File: config.mk
export PLATFORM = sky130hd
export DESIGN_NAME = weekly_time_switch_table_unit
export DESIGN_NICKNAME = d
export VERILOG_FILES = /design/src/hw/rtl/wtst_pkg.sv /design/src/hw/rtl/weekly_time_switch_table_unit.sv
export SDC_FILE = /design/constraint.sdc
export NUM_CORES = 1
export LEC_CHECK = 0
export ABC_AREA = 1
export BUFFER_PORTS_ARGS = -buffer_cell sky130_fd_sc_hd__buf_2
export CORE_MARGIN = 2
export CORE_UTILIZATION = 50
export DETAILED_ROUTE_END_ITERATION = 10
export PLACE_DENSITY_LB_ADDON = 0.12
export SLEW_MARGIN = 10
export SYNTH_ARGS = -nofsm -noshare
export SYNTH_HDL_FRONTEND = slang
export SYNTH_SLANG_ARGS = --single-unit
export TNS_END_PERCENT = 100
File: constraint.sdc
create_clock -name clk -period 6.4 [get_ports clk]
set_clock_uncertainty 0.15 [all_clocks]
set_input_delay 0.64 -clock clk [delete_from_list [all_inputs] [get_ports clk]]
set_output_delay 0.64 -clock clk [all_outputs]
set_load 0.01 [all_outputs]
File: src/hw/rtl/wtst_pkg.sv
// ----------------------------------------------------------------------------
// wtst_pkg: shared types and constants of the weekly time switch table
// Item layouts, operation codes, sequencer states and time helpers.
// ----------------------------------------------------------------------------
`default_nettype none

package wtst_pkg;

    // Table geometry
    localparam int MAX_ENTRIES = 32;
    localparam int IDX_W       = (MAX_ENTRIES > 1) ? $clog2(MAX_ENTRIES) : 1;
    localparam int CNT_W       = $clog2(MAX_ENTRIES + 1);

    // Time value: day * 1440 + hour * 60 + minute, at most 10563
    localparam int TIME_W = 14;
    localparam logic [TIME_W-1:0] MIN_PER_HOUR = TIME_W'(60);
    localparam logic [TIME_W-1:0] MIN_PER_DAY  = TIME_W'(60 * 24);
    localparam logic [2:0]        DAY_ALIAS    = 3'd7;

    // Operation codes
    typedef enum logic [1:0] {
        OP_APPEND    = 2'd0,
        OP_TICK      = 2'd1,
        OP_RECOMPUTE = 2'd2
    } op_t;

    // Sequencer states
    typedef enum logic {
        ST_IDLE = 1'b0,
        ST_SCAN = 1'b1
    } state_t;

    // Input item
    typedef struct packed {
        logic [1:0] operation;
        logic [2:0] day;
        logic [4:0] hour;
        logic [5:0] minute;
        logic       entry_event;
    } in_item_t;

    // Result item
    typedef struct packed {
        logic fired;
        logic fired_event;
        logic condition;
        logic entry_added;
    } out_item_t;

    // Stored table entry
    typedef struct packed {
        logic [2:0] day;
        logic [4:0] hour;
        logic [5:0] minute;
        logic       ev;
    } entry_t;

    // Day seven is sunday
    function automatic logic [2:0] norm_day(input logic [2:0] d);
        return (d == DAY_ALIAS) ? 3'd0 : d;
    endfunction

    // Minutes since start of day, or of week in weekly mode
    function automatic logic [TIME_W-1:0] time_of(
        input logic       weekly,
        input logic [2:0] d,
        input logic [4:0] h,
        input logic [5:0] m
    );
        logic [TIME_W-1:0] t;
        t = TIME_W'(h) * MIN_PER_HOUR + TIME_W'(m);
        if (weekly)
        begin
            t = t + TIME_W'(d) * MIN_PER_DAY;
        end
        return t;
    endfunction

endpackage

`default_nettype wire

File: src/hw/rtl/weekly_time_switch_table_unit.sv
// ----------------------------------------------------------------------------
// weekly_time_switch_table_unit: table of weekly switch times
// Appends entries, matches minute ticks and recomputes the on/off condition
// by walking the stored entries one per cycle through one compare unit.
// ----------------------------------------------------------------------------
// Usage:
//   An item is taken at a rising edge with start high and busy low. Every
//   item gives exactly one result, shown on result for one cycle with done
//   high; the receiver cannot stall it and must take it in that cycle.
//   Append, unused operation code and a tick or recompute on an empty
//   table: done in the cycle after the item is taken, busy stays low, so such
//   items can follow every cycle.
//   Tick and recompute read the table memory one entry per cycle through
//   its registered read port and hold busy high until the last stored
//   entry is checked (or a tick hits early); the next item can be
//   taken once busy is low again, not while the scan runs.
//   schedule_mode is written through cfg_we / cfg_wdata; the user must do
//   so only while idle, as the block does not enforce it. Reset clears the
//   entry count, the condition and schedule_mode; the table memory itself
//   is not cleared, entries past the count are never read.
// ----------------------------------------------------------------------------
`default_nettype none

module weekly_time_switch_table_unit
    import wtst_pkg::*;
(
    input  wire logic      clk,
    input  wire logic      rst_n,
    input  wire logic      start,
    output logic           busy,
    input  wire in_item_t  in_item,
    input  wire logic      cfg_we,
    input  wire logic      cfg_wdata,
    output logic           done,
    output out_item_t      result
);

    // Table memory
    entry_t mem [MAX_ENTRIES];
    entry_t rd_data_reg;

    // Control state
    state_t            state_reg, state_next;
    logic [CNT_W-1:0]  count_reg, count_next;
    logic [CNT_W-1:0]  rd_idx_reg, rd_idx_next;
    logic              pend_reg, pend_next;
    logic              cond_reg, cond_next;
    logic              mode_reg;
    logic              found_reg, found_next;
    logic              done_reg, done_next;

    // Payload state
    logic              is_tick_reg, is_tick_next;
    logic [2:0]        d_reg, d_next;
    logic [4:0]        h_reg, h_next;
    logic [5:0]        m_reg, m_next;
    logic [TIME_W-1:0] now_reg, now_next;
    logic [TIME_W-1:0] best_reg, best_next;
    logic              best_ev_reg, best_ev_next;
    out_item_t         result_reg, result_next;

    // Memory access
    logic              wr_en;
    logic [IDX_W-1:0]  wr_addr;
    entry_t            wr_data;
    logic [IDX_W-1:0]  rd_addr;

    logic              accept;
    logic [2:0]        in_day;
    logic              table_full;
    logic              issue;
    logic              tick_hit;
    logic [TIME_W-1:0] ent_time;
    logic              qualify;

    assign accept     = start && (state_reg == ST_IDLE);
    assign in_day     = norm_day(in_item.day);
    assign table_full = (count_reg >= CNT_W'(MAX_ENTRIES));
    assign rd_addr    = rd_idx_reg[IDX_W-1:0];
    assign issue      = (rd_idx_reg < count_reg);

    // Shared compare unit on the entry read last cycle
    assign tick_hit = (rd_data_reg.hour == h_reg) && (rd_data_reg.minute == m_reg)
                      && (!mode_reg || (rd_data_reg.day == d_reg));
    assign ent_time = time_of(mode_reg, rd_data_reg.day, rd_data_reg.hour,
                              rd_data_reg.minute);
    assign qualify  = (ent_time < now_reg) && (!found_reg || (ent_time > best_reg));

    // Next state and outputs
    always_comb
    begin
        state_next   = state_reg;
        count_next   = count_reg;
        rd_idx_next  = rd_idx_reg;
        pend_next    = 1'b0;
        cond_next    = cond_reg;
        found_next   = found_reg;
        done_next    = 1'b0;
        is_tick_next = is_tick_reg;
        d_next       = d_reg;
        h_next       = h_reg;
        m_next       = m_reg;
        now_next     = now_reg;
        best_next    = best_reg;
        best_ev_next = best_ev_reg;
        result_next  = result_reg;
        wr_en        = 1'b0;
        wr_addr      = count_reg[IDX_W-1:0];
        wr_data      = '{day: in_day, hour: in_item.hour, minute: in_item.minute,
                         ev: in_item.entry_event};

        unique case (state_reg)
            ST_IDLE:
            begin
                if (accept)
                begin
                    is_tick_next = (in_item.operation == OP_TICK);
                    d_next       = in_day;
                    h_next       = in_item.hour;
                    m_next       = in_item.minute;
                    now_next     = time_of(mode_reg, in_day, in_item.hour,
                                           in_item.minute);
                    rd_idx_next  = '0;
                    found_next   = 1'b0;
                    result_next  = '{fired: 1'b0, fired_event: 1'b0,
                                     condition: cond_reg, entry_added: 1'b0};
                    unique case (in_item.operation)
                        OP_APPEND:
                        begin
                            done_next = 1'b1;
                            if (!table_full)
                            begin
                                wr_en                   = 1'b1;
                                count_next              = count_reg + CNT_W'(1);
                                result_next.entry_added = 1'b1;
                            end
                        end
                        OP_TICK:
                        begin
                            if (count_reg == '0)
                            begin
                                done_next = 1'b1;
                            end
                            else
                            begin
                                state_next = ST_SCAN;
                            end
                        end
                        OP_RECOMPUTE:
                        begin
                            if (count_reg == '0)
                            begin
                                cond_next             = 1'b0;
                                result_next.condition = 1'b0;
                                done_next             = 1'b1;
                            end
                            else
                            begin
                                state_next = ST_SCAN;
                            end
                        end
                        default:
                        begin
                            done_next = 1'b1;
                        end
                    endcase
                end
            end
            ST_SCAN:
            begin
                // Issue the next read while the previous entry is checked
                if (issue)
                begin
                    rd_idx_next = rd_idx_reg + CNT_W'(1);
                    pend_next   = 1'b1;
                end
                if (pend_reg)
                begin
                    if (is_tick_reg)
                    begin
                        if (tick_hit)
                        begin
                            cond_next   = rd_data_reg.ev;
                            result_next = '{fired: 1'b1, fired_event: rd_data_reg.ev,
                                            condition: rd_data_reg.ev,
                                            entry_added: 1'b0};
                            done_next   = 1'b1;
                            state_next  = ST_IDLE;
                        end
                        else if (!issue)
                        begin
                            done_next  = 1'b1;
                            state_next = ST_IDLE;
                        end
                    end
                    else
                    begin
                        if (qualify)
                        begin
                            found_next   = 1'b1;
                            best_next    = ent_time;
                            best_ev_next = rd_data_reg.ev;
                        end
                        // Last entry: fall back to its event if nothing qualified
                        if (!issue)
                        begin
                            cond_next = found_next ? best_ev_next : rd_data_reg.ev;
                            result_next.condition = cond_next;
                            done_next  = 1'b1;
                            state_next = ST_IDLE;
                        end
                    end
                end
                if (state_next == ST_IDLE)
                begin
                    pend_next = 1'b0;
                end
            end
            default:
            begin
                state_next = ST_IDLE;
            end
        endcase
    end

    // Control registers
    always_ff @(posedge clk or negedge rst_n)
    begin
        if (!rst_n)
        begin
            state_reg  <= ST_IDLE;
            count_reg  <= '0;
            rd_idx_reg <= '0;
            pend_reg   <= 1'b0;
            cond_reg   <= 1'b0;
            mode_reg   <= 1'b0;
            found_reg  <= 1'b0;
            done_reg   <= 1'b0;
        end
        else
        begin
            state_reg  <= state_next;
            count_reg  <= count_next;
            rd_idx_reg <= rd_idx_next;
            pend_reg   <= pend_next;
            cond_reg   <= cond_next;
            found_reg  <= found_next;
            done_reg   <= done_next;
            if (cfg_we)
            begin
                mode_reg <= cfg_wdata;
            end
        end
    end

    // Payload registers
    always_ff @(posedge clk)
    begin
        is_tick_reg <= is_tick_next;
        d_reg       <= d_next;
        h_reg       <= h_next;
        m_reg       <= m_next;
        now_reg     <= now_next;
        best_reg    <= best_next;
        best_ev_reg <= best_ev_next;
        result_reg  <= result_next;
    end

    // Table memory: one write port, one registered read port
    always_ff @(posedge clk)
    begin
        if (wr_en)
        begin
            mem[wr_addr] <= wr_data;
        end
        rd_data_reg <= mem[rd_addr];
    end

    assign busy   = (state_reg != ST_IDLE);
    assign done   = done_reg;
    assign result = result_reg;

`ifndef SYNTH
    // Entry count never passes the table size
    a_count_bound: assert property (@(posedge clk) disable iff (!rst_n)
        count_reg <= CNT_W'(MAX_ENTRIES))
        else $error("entry count beyond table size");

    // An accepted append grows the table by exactly one
    a_added_count: assert property (@(posedge clk) disable iff (!rst_n)
        (done && result.entry_added) |-> (count_reg == $past(count_reg) + CNT_W'(1)))
        else $error("entry added without count step");

    // Append items answer in the next cycle
    a_append_done: assert property (@(posedge clk) disable iff (!rst_n)
        (accept && (in_item.operation == OP_APPEND)) |=> done)
        else $error("append result missing");

    // No fired event without a fire
    a_fired_event: assert property (@(posedge clk) disable iff (!rst_n)
        (done && !result.fired) |-> !result.fired_event)
        else $error("fired_event without fired");

    // The reported condition is the stored one
    a_cond_match: assert property (@(posedge clk) disable iff (!rst_n)
        done |-> (result.condition == cond_reg))
        else $error("result condition differs from state");
`endif

endmodule

`default_nettype wire

Word level (Yosys, flattened, before mapping) --
Memory sizes are Yosys's and may differ from the RTL's. A register that Yosys moved wholly into a read port is not among the register bits. Index checks and enable logic that the tools add are counted.
Operators by class: multiply operators 4, add/subtract/negate cells 6, bitwise gates (word level) 3, reduce and logical (&&, ||, !) cells 19, equality and inequality tests 14, $lt $le $gt $ge 4, mux-type cells 56
Operator list (count):
- $mux 1 | 41
- $add 12x14->14 | 2
- $mux 14 | 2
- $add 11x6->12 | 2
- $mul 3x6->9 const B | 2
- $mul 5x4->9 const B | 2
- $reduce_and 4->1 | 4
- $gt 14x14->1 | 1
- $lt 14x14->1 | 1
- $add 6x1->6 const B | 2
- $mux 4 | 3
- $mux 6 | 2
- $pmux 6 s2 | 1
- $ne 2x1->1 const B | 4
- $pmux 1 s2 | 4
- $pmux 4 s2 | 1
- $eq 6x6->1 | 1
- $ge 6x6->1 const B | 1
- $logic_not 6->1 | 1
- $lt 6x6->1 | 1
- $reduce_and 3->1 | 2
- $eq 5x5->1 | 1
- $logic_and 1x1->1 | 4
- $ne 2x2->1 const B | 2
- 14 further kinds | 19
Word-level totals: RAM bits 480, memories 1, flip-flop bits (word level) 66
Memory list:
- mem | words 32, width 15, rd ports 1, clocked after Yosys merged registers in 1, write ports 1, RTL line weekly_time_switch_table_unit.sv:39 | entry_t mem [MAX_ENTRIES];

Longest topological paths before layout --
Gate-level depths: netlist of run 1.
word-level depth 16, gate-level depth with buffers 39, mapped depth without buffers 39

Worst setup path before layout of run 1 --
Ideal clock, no wire load.
path kind flip-flop to flip-flop, start register rd_data_reg[7] (netlist name), end register best_reg[0], enable pin, slack 0.084 ns, library setup time 0.403 ns, period minus slack after synthesis 6.316 ns, stages on the path, launching flop included 32, arrival 5.764 ns, cells stage by stage dfxtp_1 > fa_1 > fa_1 > inv_1 > fa_1 > inv_1 > ha_1 > inv_1 > nor2_1 > nor2_1 > nor2_1 > inv_1 > nor2_1 > xor2_1 > ha_1 > nand2_1 > nand2_1 > a31oi_1 > o21ai_0 > a21oi_1 > o21bai_1 > ha_1 > a21oi_1 > o21a_1 > nand2_1 > nand2_1 > nand2_1 > nand2_1 > nand3_2 > nand2_2 > nand2_2 > nor3_1
On the way: word-level cells in the longest chain between the ends 8, elaborated cells between the ends (all ways) 9, those cells by class add/sub (2); mul (1); order compare (2); mux (1); reduce/logical (3)
RTL lines:
- $mul 5x4->9 * | RTL line wtst_pkg.sv:71 | t = TIME_W'(h) * MIN_PER_HOUR + TIME_W'(m);
- $add 11x6->12 * | RTL line wtst_pkg.sv:71
- $add 12x14->14 | RTL line wtst_pkg.sv:74 | t = t + TIME_W'(d) * MIN_PER_DAY;
- $mux 14 * | RTL line wtst_pkg.sv:72 | if (weekly)
- named net ent_time[9] | RTL line weekly_time_switch_table_unit.sv:73 | logic [TIME_W-1:0] ent_time;
- $gt 14x14->1 | RTL line weekly_time_switch_table_unit.sv:87 | assign qualify = (ent_time < now_reg) && (!found_reg || (ent_time > best_reg));
- $logic_or 1x1->1 | RTL line weekly_time_switch_table_unit.sv:87
- $logic_and 1x1->1 * | RTL line weekly_time_switch_table_unit.sv:87
- $reduce_and 4->1 (no source line) *
- to (signal assigned) | RTL line weekly_time_switch_table_unit.sv:264 | best_reg <= best_next;
- to (decl) | RTL line weekly_time_switch_table_unit.sv:58 | logic [TIME_W-1:0] best_reg, best_next;
Mark *: on every way through the listed nets, which the timed path passes. The rest lies on a longest branch. A chain may end at the register's enable or synchronous reset.

Worst setup path after layout of run 1 --
start register rd_data_reg[9] (netlist name), end register best_reg[10], enable pin
On the way: word-level cells in the longest chain between the ends 8, elaborated cells between the ends (all ways) 9, those cells by class add/sub (2); mul (1); order compare (2); mux (1); reduce/logical (3)
RTL lines (RTL line):
- $mul 5x4->9 * | wtst_pkg.sv:71
- $add 11x6->12 * | wtst_pkg.sv:71
- $add 12x14->14 | wtst_pkg.sv:74
- $mux 14 * | wtst_pkg.sv:72
- named net ent_time[9] | weekly_time_switch_table_unit.sv:73
- $gt 14x14->1 | weekly_time_switch_table_unit.sv:87
- $logic_or 1x1->1 | weekly_time_switch_table_unit.sv:87
- $logic_and 1x1->1 * | weekly_time_switch_table_unit.sv:87
- $reduce_and 4->1 (no source line) *
Marks and branches as above.

==> flow_metrics.py, run 1 <==
metrics = {
    "outcome": {
        "status": "complete, no violations",
    },
    "floorplan": {
        "pin_count": 28,
        "die_w_um": 227,
        "coreArea_sq_mm": 0.0491,
        "die_h_um": 227,
        "rows": 81,
        "start_util_pct": 50.8,
        "die-area_sq_mm": 0.0516,
    },
    "logic_synthesis": {
        "synth_area_per_cell_sq_um": 11.9,
        "synth_largest_area_cell": "edfxtp_1",
        "yosys.cell_types.count": 42,
        "ys_seq_elements": 559,
        "async_reset_ff_share_pct": 3.22,
        "synth_edf_count": 526,
        "netlist_area_sq_mm": 0.0249,
        "syn_nets": 2230,
        "seq_area_frac_synth_pct": 66.4,
        "synthFlopType": "edfxtp_1",
        "syn_inst": 2089,
        "synth_area_leaders": "edfxtp_1 (63%), o21ai_0 (5.4%), ha_1 (5.0%)",
        "yosysWarnings": 0,
        "synth_top_area_share_pct": 63.4,
    },
    "layout": {
        "fin_nets": 2274,
        "fin_area_sq_mm": 0.0279,
        "drive_gt1_share_pct": 9.65,
        "largest_register_ffs": 480,
        "fillers": 4150,
        "multi_input_area_sq_mm": 0.00739,
        "finalCoreUtilization_pct": 56.8,
        "area_growth_pct": 11.8,
        "regArea_sq_mm": 0.0166,
        "final_common_cell": "edfxtp_1",
        "final_cell_mix": "edfxtp_1 (526), nor2_1 (324), o21ai_0 (270)",
    },
    "hold_path": {
        "hold_depth": 3,
        "hold_path_class": "in2reg",
    },
    "route": {
        "antenna_left": 0,
        "drt_iter0_drc": 1709,
        "first_pass_iters": 7,
        "wl_per_cell_um": 22.9,
        "viasPerCell": 5.77,
        "remaining_drc_errors": 0,
        "vias": 16400,
        "finalWirelength_um": 65000,
    },
    "placement": {
        "port_buffers": 27,
        "gp_congestion": 0.893,
        "pre_cts_ws_ns": 0.350,
        "place_area_sq_mm": 0.0260,
        "post-dp-hpwl_um": 39500,
    },
    "clock_network": {
        "clkTransAtPathRegs_ns": 0.06,
        "clockBufferDepth": 3,
        "clock-root-buffer": "clkbuf_16",
        "clk_latency_ns": 0.61,
        "h-tree-depth": 2,
        "cts_tree": "built",
        "clock-sinks": 559,
        "cts_buffers": 57,
    },
    "worst_setup_path": {
        "critical_path_depth": 32,
        "cp_common_cell": "nand2_1",
        "cp_num_buf_inv": 5,
        "slowest_delay_ns": 0.53,
        "worstSetupPathType": "reg2reg",
        "slowest_stage": "fa_1",
        "cp_max_fo": 7,
        "worst-endpoint-arrival_ns": 6.12,
        "r2r_end": "best_reg[10]",
        "ff2ff_setup_slack_ns": 0.46,
        "setup.worst_path.end_class": "register",
        "crit_path_start": "rd_data_reg[9]",
        "r2r-start": "rd_data_reg[9]",
        "crit_path_start_kind": "register",
        "cp-endpoint": "best_reg[10]",
        "cpLargestDelayFamily": "adder cells",
        "reg2regPathDepth": 32,
        "critical_path_required_ns": 6.58,
    },
    "global_routing": {
        "grt_max_degree": 96,
        "grt_pass1_vias": 15600,
        "antenna_found_initial": 1,
        "grt_pass1_wl_um": 98200,
        "grt.total_usage_pct": 25.8,
        "gr-total-overflow": 0,
    },
    "sta": {
        "tightest_slew_ns": 0.919,
        "fin_crit_sh_pct": 92.9,
        "relSlewSlack_pct": 38.5,
        "setup_viol": 0,
        "finalMaxSlewViolations": 0,
        "layout_setup_ws_ns": 0.456,
        "timing.hold.ws_ns": 0.0871,
        "period_needed_ns": 5.94,
        "hold_viol": 0,
        "fmaxAchievable_ghz": 0.168,
    },
    "flow_run": {
        "maxCapViolCount": 0,
    },
}
[stage by stage]
stage,instances,setup TNS (ns)
floorplan,2089,0
global route,2842,-0.0136
global placement,2735,0
detailed placement,2735,0
CTS,2839,0
finish,2842,0
[kinds of logic (layout without fill, tap and decap cells)]
group / Yosys count / after routing / synth area share [%]
other: 0 / 1 / 0
AND/OR/NAND/NOR: 605 / 605 / 10.0
buffers and inverters: 278 / 366 / 4.29
XOR/XNOR: 41 / 41 / 1.44
AO/OA/AOI/OAI: 487 / 487 / 11.3
adder cells (fa/ha/maj): 119 / 119 / 6.58
flip-flops: 559 / 559 / 66.4
[Yosys cell counts, types with 2 or more instances]
cell / n
edfxtp_1: 526
nor2_1: 328
o21ai_0: 270
inv_1: 171
nand2_1: 165
ha_1: 99
clkbuf_1: 83
o22ai_1: 80
nand3_1: 53
o221ai_1: 44
a21oi_1: 37
xor2_1: 29
fa_1: 20
nand4_1: 20
dfrtp_1: 18
o211ai_1: 18
o21ai_1: 17
buf_2: 16
dfxtp_1: 15
nor3_1: 15
xnor2_1: 12
nand2_2: 11
nand3_2: 7
o31ai_1: 5
o21bai_1: 4
o21a_1: 3
a2111oi_0: 2
a21o_1: 2
and2_1: 2
buf_1: 2
clkinv_1: 2
inv_2: 2
nand3b_1: 2
[worst min-delay path: cells and delay by family]
| family | cells | cell delay (ns) |
|---|---|---|
| and+or+nand+nor | 1 | 0.03 |
| buffers and inverters | 1 | 0.07 |
| AOI/OAI and AO/OA | 1 | 0.06 |
[worst min path at each step]
stage / startpoint / to / slack (ns)
floorplan: rst_n / busy / 0.19
global placement: rd_data_reg[1] / best_reg[0] / 0.31
detailed placement: rd_data_reg[1] / best_reg[0] / 0.29
CTS: cfg_wdata / mode_reg / 0.06
global route: cfg_we / mode_reg / 0.10
finish: cfg_wdata / mode_reg / 0.09
[metal layers]
| layer | global-route usage [%] | wire, um | vias up | part of all wire (%) |
|---|---|---|---|---|
| met5 | 0 | 0 | - | 0 |
| met4 | 8.01 | 1760 | 0 | 2.7 |
| li1 | - | - | 7589 | - |
| met3 | 2.74 | 3930 | 100 | 6.0 |
| met2 | 41.8 | 30600 | 518 | 47 |
| met1 | 36.9 | 28700 | 8182 | 44 |
[cell type report]
| class | instances | share of cell area (%) |
|---|---|---|
| inverters | 175 | 2.38 |
| multi-input cells | 1252 | 26.5 |
| flip-flops and latches | 559 | 59.5 |
| clock buffers | 78 | 5.78 |
| diodes | 1 | 0.00898 |
| well taps | 664 | 2.98 |
| repair buffers | 88 | 2.17 |
| clock inverters | 25 | 0.692 |
[repair_timing]
item | in CTS | in global routing
hold buffers | 1 | 0
endpoints found under the hold margin | 18 | 0
buffers inserted | 0 | 1
gates resized for setup | 0 | 18
setup endpoints to repair | 0 | 16
Power of run 1 is left out: the tool's default activity adds up to more than one toggle a clock period on the data nets, which glitch-free logic cannot reach.
==> inputs of run 2 (changes only) <==
--- a/config.mk
+++ b/config.mk
@@ -7,8 +7,9 @@
 export LEC_CHECK = 0
 export ABC_AREA = 1
 export BUFFER_PORTS_ARGS = -buffer_cell sky130_fd_sc_hd__buf_2
+export CORE_ASPECT_RATIO = 0.75
 export CORE_MARGIN = 2
-export CORE_UTILIZATION = 50
+export CORE_UTILIZATION = 68
 export DETAILED_ROUTE_END_ITERATION = 10
 export PLACE_DENSITY_LB_ADDON = 0.12
 export SLEW_MARGIN = 10
==> constraint.sdc (replaced) <==
create_clock -name clk -period 7.65 [get_ports clk]
set_clock_uncertainty 0.15 [all_clocks]
set_input_delay 0.765 -clock clk [delete_from_list [all_inputs] [get_ports clk]]
set_output_delay 0.765 -clock clk [all_outputs]
set_load 0.01 [all_outputs]
==> run 2 against run 1 <==
Net effect:
- fmax fell by 8.0%
- register-to-register slack better by 0.73 ns
- via count up 1.4%
- core utilization is 19 points higher
- hold slack improved by 0.16 ns
- cell count down 7.8%
==> flow_metrics.py, run 2 (synthesis results as in run 1) <==
metrics = {
    "placement": {
        "port_buffers": 27,
        "gp_congestion": 0.920,
        "place_area_sq_mm": 0.0256,
        "post-dp-hpwl_um": 36500,
    },
    "worst_setup_path": {
        "slowest_delay_ns": 0.55,
        "cpLargestDelayFamily": "adder cells",
        "cp_num_buf_inv": 5,
        "reg2regPathDepth": 32,
        "cp_max_fo": 9,
        "critical_path_required_ns": 7.79,
        "worstSetupPathType": "reg2reg",
        "crit_path_start_kind": "register",
        "slowest_stage": "fa_1",
        "setup.worst_path.end_class": "register",
        "worst-endpoint-arrival_ns": 6.60,
        "critical_path_depth": 32,
        "cp_common_cell": "nand2_1",
    },
    "floorplan": {
        "coreArea_sq_mm": 0.0360,
        "pin_count": 28,
        "rows": 60,
        "start_util_pct": 69.3,
        "die-area_sq_mm": 0.0382,
        "die_h_um": 170,
        "die_w_um": 225,
    },
    "route": {
        "viasPerCell": 6.34,
        "vias": 16600,
        "antenna_left": 0,
        "wl_per_cell_um": 23.5,
        "remaining_drc_errors": 0,
        "drt_iter0_drc": 2247,
        "finalWirelength_um": 61600,
        "first_pass_iters": 8,
    },
    "global_routing": {
        "grt_max_degree": 211,
        "grt_pass1_wl_um": 93200,
        "antenna_found_initial": 1,
        "gr-total-overflow": 0,
        "grt_pass1_vias": 16000,
        "grt.total_usage_pct": 33.1,
    },
    "sta": {
        "setup_viol": 0,
        "rsz0062_at_grt": "no",
        "hold_viol": 0,
        "tns_ns": 0,
        "tightest_slew_ns": 1.06,
        "finalMaxSlewViolations": 0,
        "fin_crit_sh_pct": 84.5,
        "relSlewSlack_pct": 29.5,
        "period_needed_ns": 6.46,
        "fmaxAchievable_ghz": 0.155,
    },
    "clock_network": {
        "clockBufferDepth": 3,
        "clock-sinks": 559,
        "clkTransAtPathRegs_ns": 0.07,
        "clock-root-buffer": "clkbuf_16",
        "clk_latency_ns": 0.60,
        "h-tree-depth": 2,
        "cts_buffers": 51,
        "post-cts-setup-buffers": 0,
        "cts_tree": "built",
    },
    "flow_run": {
        "maxCapViolCount": 0,
    },
    "layout": {
        "final_common_cell": "edfxtp_1",
        "fin_nets": 2255,
        "antennaDiodeCount": 0,
        "largest_register_ffs": 480,
        "drive_gt1_share_pct": 8.31,
        "fin_area_sq_mm": 0.0273,
        "finalCoreUtilization_pct": 76.0,
        "final_cell_mix": "edfxtp_1 (526), nor2_1 (325), o21ai_0 (270)",
        "area_growth_pct": 9.64,
    },
    "hold_path": {
        "hold_path_class": "in2reg",
        "hold_depth": 2,
    },
    "outcome": {
        "status": "complete, no violations",
    },
}
==> run 2: changes by cell type in the layout (fill, tap and decap cells not counted), sizes merged <==
cell / change
bufinv: +2
clkinvlp: -2
clkbuf: -12
clkinv: +3
buf: -13
diode: -1
==> run 2: final cells by class <==
type	instances	area [sq um]
well taps	465	582
clock inverters	28	267
inverters	175	663
fillers	2262	8640
clock buffers	66	1400
repair buffers	75	510
multi-input cells	1252	7350
flip-flops and latches	559	16600
==> run 2: per-stage QoR <==
stage          std cells  setup WS [ns]  hold WS [ns]
2_1_floorplan       2089           1.33         0.258
3_3_place_gp        2525           1.43         0.296
3_5_place_dp        2525           1.25         0.295
4_1_cts             2620           1.20         0.234
5_1_grt             2620          0.649         0.256
6_report            2620           1.19         0.247
==> run 2: path summary, 6_finish.rpt <==
path	startpoint	end	slack (ns)
setup / recovery	rd_data_reg[7]	best_reg[8]	1.19
hold / removal	cfg_we	mode_reg	0.25
setup reg to reg	rd_data_reg[7]	best_reg[8]	1.19
hold reg to reg	rd_data_reg[1]	best_reg[0]	0.31
max in group asynchronous	rst_n	rd_idx_reg[0]	6.43
min in group asynchronous	rst_n	rd_idx_reg[5]	0.57
==> run 2: worst reg2reg max path, delay by kind of cell (launching register included) <==
kind	cells	cell delay, ns
buffers and inverters	5	0.49
XOR/XNOR	1	0.24
adder cells (fa/ha/maj)	6	2.55
AND/OR/NAND/NOR	14	1.40
flip-flops	1	0.37
AO/OA/AOI/OAI	6	0.95
==> run 2: what timing repair did <==
| item | CTS | global route |
|---|---|---|
| hold buffers | 1 | 0 |
| endpoints found under the hold margin | 18 | 0 |
| gates resized for setup | 0 | 0 |
==> run 2: per-layer routing <==
layer / track usage [%] / share of wire (%)
met1: 49.0 / 40
met4: 10.0 / 3.1
met2: 48.0 / 43
met5: 0 / 0
met3: 9.80 / 14
Power of run 2 is left out for the same reason.
==> inputs of run 3 (changes only) <==
--- a/config.mk
+++ b/config.mk
@@ -5,11 +5,11 @@
 export SDC_FILE = /design/constraint.sdc
 export NUM_CORES = 1
 export LEC_CHECK = 0
-export ABC_AREA = 1
+export ABC_AREA = 0
 export BUFFER_PORTS_ARGS = -buffer_cell sky130_fd_sc_hd__buf_2
 export CORE_ASPECT_RATIO = 0.75
 export CORE_MARGIN = 2
-export CORE_UTILIZATION = 68
+export CORE_UTILIZATION = 57
 export DETAILED_ROUTE_END_ITERATION = 10
 export PLACE_DENSITY_LB_ADDON = 0.12
 export SLEW_MARGIN = 10
==> constraint.sdc (replaced) <==
create_clock -name clk -period 5.5 [get_ports clk]
set_clock_uncertainty 0.15 [all_clocks]
set_input_delay 0.55 -clock clk [delete_from_list [all_inputs] [get_ports clk]]
set_output_delay 0.55 -clock clk [all_outputs]
set_load 0.01 [all_outputs]
==> run 3 against run 2 <==
Net effect:
- the run now ends with setup timing left
- first-iteration DRC count is 39% lower
- area after synthesis is 2.3% lower
- hold slack worse by 0.22 ns
- core utilization is 10 points lower
- setup slack worse by 1.8 ns
- synthesized cell count is 37% lower
- register-to-register slack worse by 1.8 ns
- critical endpoint is now best_ev_reg
- largest cell class unchanged
- highest routed layer unchanged
==> flow_metrics.py, run 3 <==
metrics = {
    "clock_network": {
        "clock-sinks": 559,
        "clk_latency_ns": 0.59,
        "h-tree-depth": 2,
        "cts_buffers": 53,
        "clkTransAtPathRegs_ns": 0.06,
        "cts_tree": "built",
        "clock-root-buffer": "clkbuf_16",
        "clockBufferDepth": 3,
    },
    "logic_synthesis": {
        "yosysWarnings": 0,
        "syn_inst": 1316,
        "synthAdderAreaFrac_pct": 6.91,
        "netlist_area_sq_mm": 0.0243,
        "synth_area_leaders": "edfxtp_1 (65%), mux4_2 (14%), ha_1 (5.1%)",
        "async_reset_ff_share_pct": 3.22,
        "yosys.cell_types.count": 54,
        "seq_area_frac_synth_pct": 68.0,
        "synthXorXnorAreaFrac_pct": 2.12,
        "synth_largest_area_cell": "edfxtp_1",
        "synth_area_per_cell_sq_um": 18.5,
        "yosys.area_share.simple_pct": 2.84,
        "synth_edf_count": 526,
        "synth_top_family_by_area": "multiplexers",
        "synthFlopType": "edfxtp_1",
        "muxShareOfSynthArea_pct": 14.9,
        "syn_nets": 1457,
        "synth_compound_area_share_pct": 3.08,
        "synth_most_common_cell": "edfxtp_1",
        "ys_seq_elements": 559,
        "ys_top_cells_by_count": "edfxtp_1 (526), mux4_2 (150), ha_1 (99), inv_1 (93), nor2_1 (56)",
        "synth_top_area_share_pct": 64.9,
    },
    "worst_setup_path": {
        "cp-endpoint": "best_ev_reg",
        "setup.worst_path.end_class": "register",
        "crit_path_start_kind": "register",
        "cp_common_cell": "fa_1",
        "critical_path_required_ns": 5.68,
        "worstSetupPathType": "reg2reg",
        "slowest_stage": "fa_1",
        "cp_num_buf_inv": 3,
        "cp_max_fo": 3,
        "cpLargestDelayFamily": "adder cells",
        "critical_path_depth": 28,
        "worst-endpoint-arrival_ns": 6.34,
        "r2r_end": "best_ev_reg",
        "crit_path_start": "rd_data_reg[9]",
        "r2r-start": "rd_data_reg[9]",
        "slowest_delay_ns": 0.53,
        "ff2ff_setup_slack_ns": -0.66,
        "reg2regPathDepth": 28,
    },
    "global_routing": {
        "grt_pass1_wl_um": 80100,
        "grt.busiest_layer": "met1",
        "grt_pass1_vias": 12500,
        "grt_util_met1_pct": 38.8,
        "grt_util_met2_pct": 36.3,
        "grt.total_usage_pct": 24.8,
        "antenna_found_initial": 0,
        "grt.met3_usage_pct": 4.92,
        "grt_max_degree": 124,
        "gr-total-overflow": 0,
    },
    "floorplan": {
        "die-area_sq_mm": 0.0444,
        "die_h_um": 183,
        "pin_count": 28,
        "start_util_pct": 57.8,
        "die_w_um": 243,
        "rows": 65,
        "coreArea_sq_mm": 0.0421,
    },
    "route": {
        "antenna_left": 0,
        "drt_iter0_drc": 1380,
        "finalWirelength_um": 53400,
        "vias": 12600,
        "wl_per_cell_um": 25.9,
        "viasPerCell": 6.08,
        "remaining_drc_errors": 0,
        "first_pass_iters": 4,
    },
    "placement": {
        "pre_cts_ws_ns": -0.737,
        "post-dp-hpwl_um": 32400,
        "port_buffers": 27,
        "gp_congestion": 0.830,
    },
    "outcome": {
        "violations": "setup timing",
        "status": "complete, but fails checks",
    },
    "power": {
        "p_leak_nw": 9.89,
        "ir_worst_vdd_uv": 290,
        "finalPower_mw": 8.76,
        "p_per_area_mw_per_mm2": 316,
    },
    "layout": {
        "largest_register_ffs": 480,
        "antennaDiodeCount": 0,
        "fin_nets": 1592,
        "drive_gt1_share_pct": 27.8,
        "final_cell_mix": "edfxtp_1 (526), mux4_2 (150), ha_1 (93)",
        "final_common_cell": "edfxtp_1",
        "multi_input_area_sq_mm": 0.00753,
        "area_growth_pct": 13.9,
        "fillers": 2899,
        "regArea_sq_mm": 0.0166,
    },
    "sta": {
        "rsz0062_at_grt": "yes",
        "setup_viol": 18,
        "tightest_slew_ns": 1.11,
        "hold_viol": 0,
        "fmaxAchievable_ghz": 0.162,
        "period_needed_ns": 6.16,
        "layout_setup_ws_ns": -0.657,
        "finalMaxSlewViolations": 0,
        "relSlewSlack_pct": 25.9,
        "fin_crit_sh_pct": 112,
    },
    "flow_run": {
        "maxCapViolCount": 0,
    },
    "hold_path": {
        "hold_path_class": "in2reg",
    },
}
run 3: changes by cell type in the layout (fill, tap and decap cells not counted), sizes merged, moves of 39 or more:
cell / before / now
nor2: 328 / 56
o21ai: 287 / 17
mux4: 0 / 150
nand2: 176 / 33
o22ai: 80 / 0
inv: 173 / 95
buf: 74 / 122
o221ai: 44 / 0
nand3: 60 / 21
run 3: kinds of logic (layout without fill, tap and decap cells):
| logic type | count (synthesis) | in the layout |
|---|---|---|
| xor gates and xnor gates | 59 | 59 |
| adders and majority gates | 123 | 123 |
| and+or+nand+nor | 150 | 151 |
| DFF | 559 | 559 |
| muxes | 172 | 172 |
| buffers and inverters | 139 | 317 |
| AOI/OAI and AO/OA | 114 | 114 |
run 3: report_power, final:
group	switching (mW)	leakage, nW	total [mW]	internal, mW
Clock	1.54	0.819	3.53	1.99
Combinational	0.333	4.07	0.568	0.235
Sequential	0.000186	5.00	4.67	4.67
run 3: metrics by stage:
step | instance area [sq um] | std cells | util [%] | TNS [ns] | hold slack, ns
2_1_floorplan | 24400 | 1316 | - | -6.88 | 0.104
3_3_place_gp | 25800 | 1958 | 61.3 | -10.53 | 0.271
3_5_place_dp | 25800 | 1958 | 61.3 | -12.68 | 0.271
4_1_cts | 27700 | 2061 | 65.7 | -10.27 | 0.000901
5_1_grt | 27700 | 2064 | 65.8 | -15.98 | 0.0186
6_report | 27700 | 2064 | 65.8 | -10.83 | 0.0256
run 3: what timing repair did:
item	4_1_cts	5_1_grt
endpoints found under the setup margin	18	18
buffers inserted	2	3
pin swaps	7	6
cloned	1	0
gates resized for setup	23	4
hold buffers	1	0
hold endpoints to repair	18	0
run 3: routing by layer:
| layer | share of wire, % | wire length, um |
|---|---|---|
| met1 | 45 | 24300 |
| met2 | 44 | 23700 |
| met4 | 2.3 | 1230 |
| met5 | 0 | 0 |
| met3 | 7.9 | 4240 |
run 3: worst min path at each step:
| stage | end | cells after the start | from |
|---|---|---|---|
| after floorplan | busy | 0 | rst_n |
| after global placement | best_reg[0] | 0 | rd_data_reg[1] |
| after detailed placement | best_reg[0] | 0 | rd_data_reg[1] |
| after CTS | mode_reg | 2 | cfg_we |
| after global routing | mode_reg | 2 | cfg_we |
| final | mode_reg | 2 | cfg_we |
run 3: area by class of cell:
cell class                 count  area share (%)
sequential                   559            59.7
multi-input combinational    619            27.2
timing repair buffer         123            3.21
clock inverter                28           0.853
clock buffer                  71            5.21
inverter                      95            1.29
tap                          569            2.57
Power figures use the tool's default switching activity.
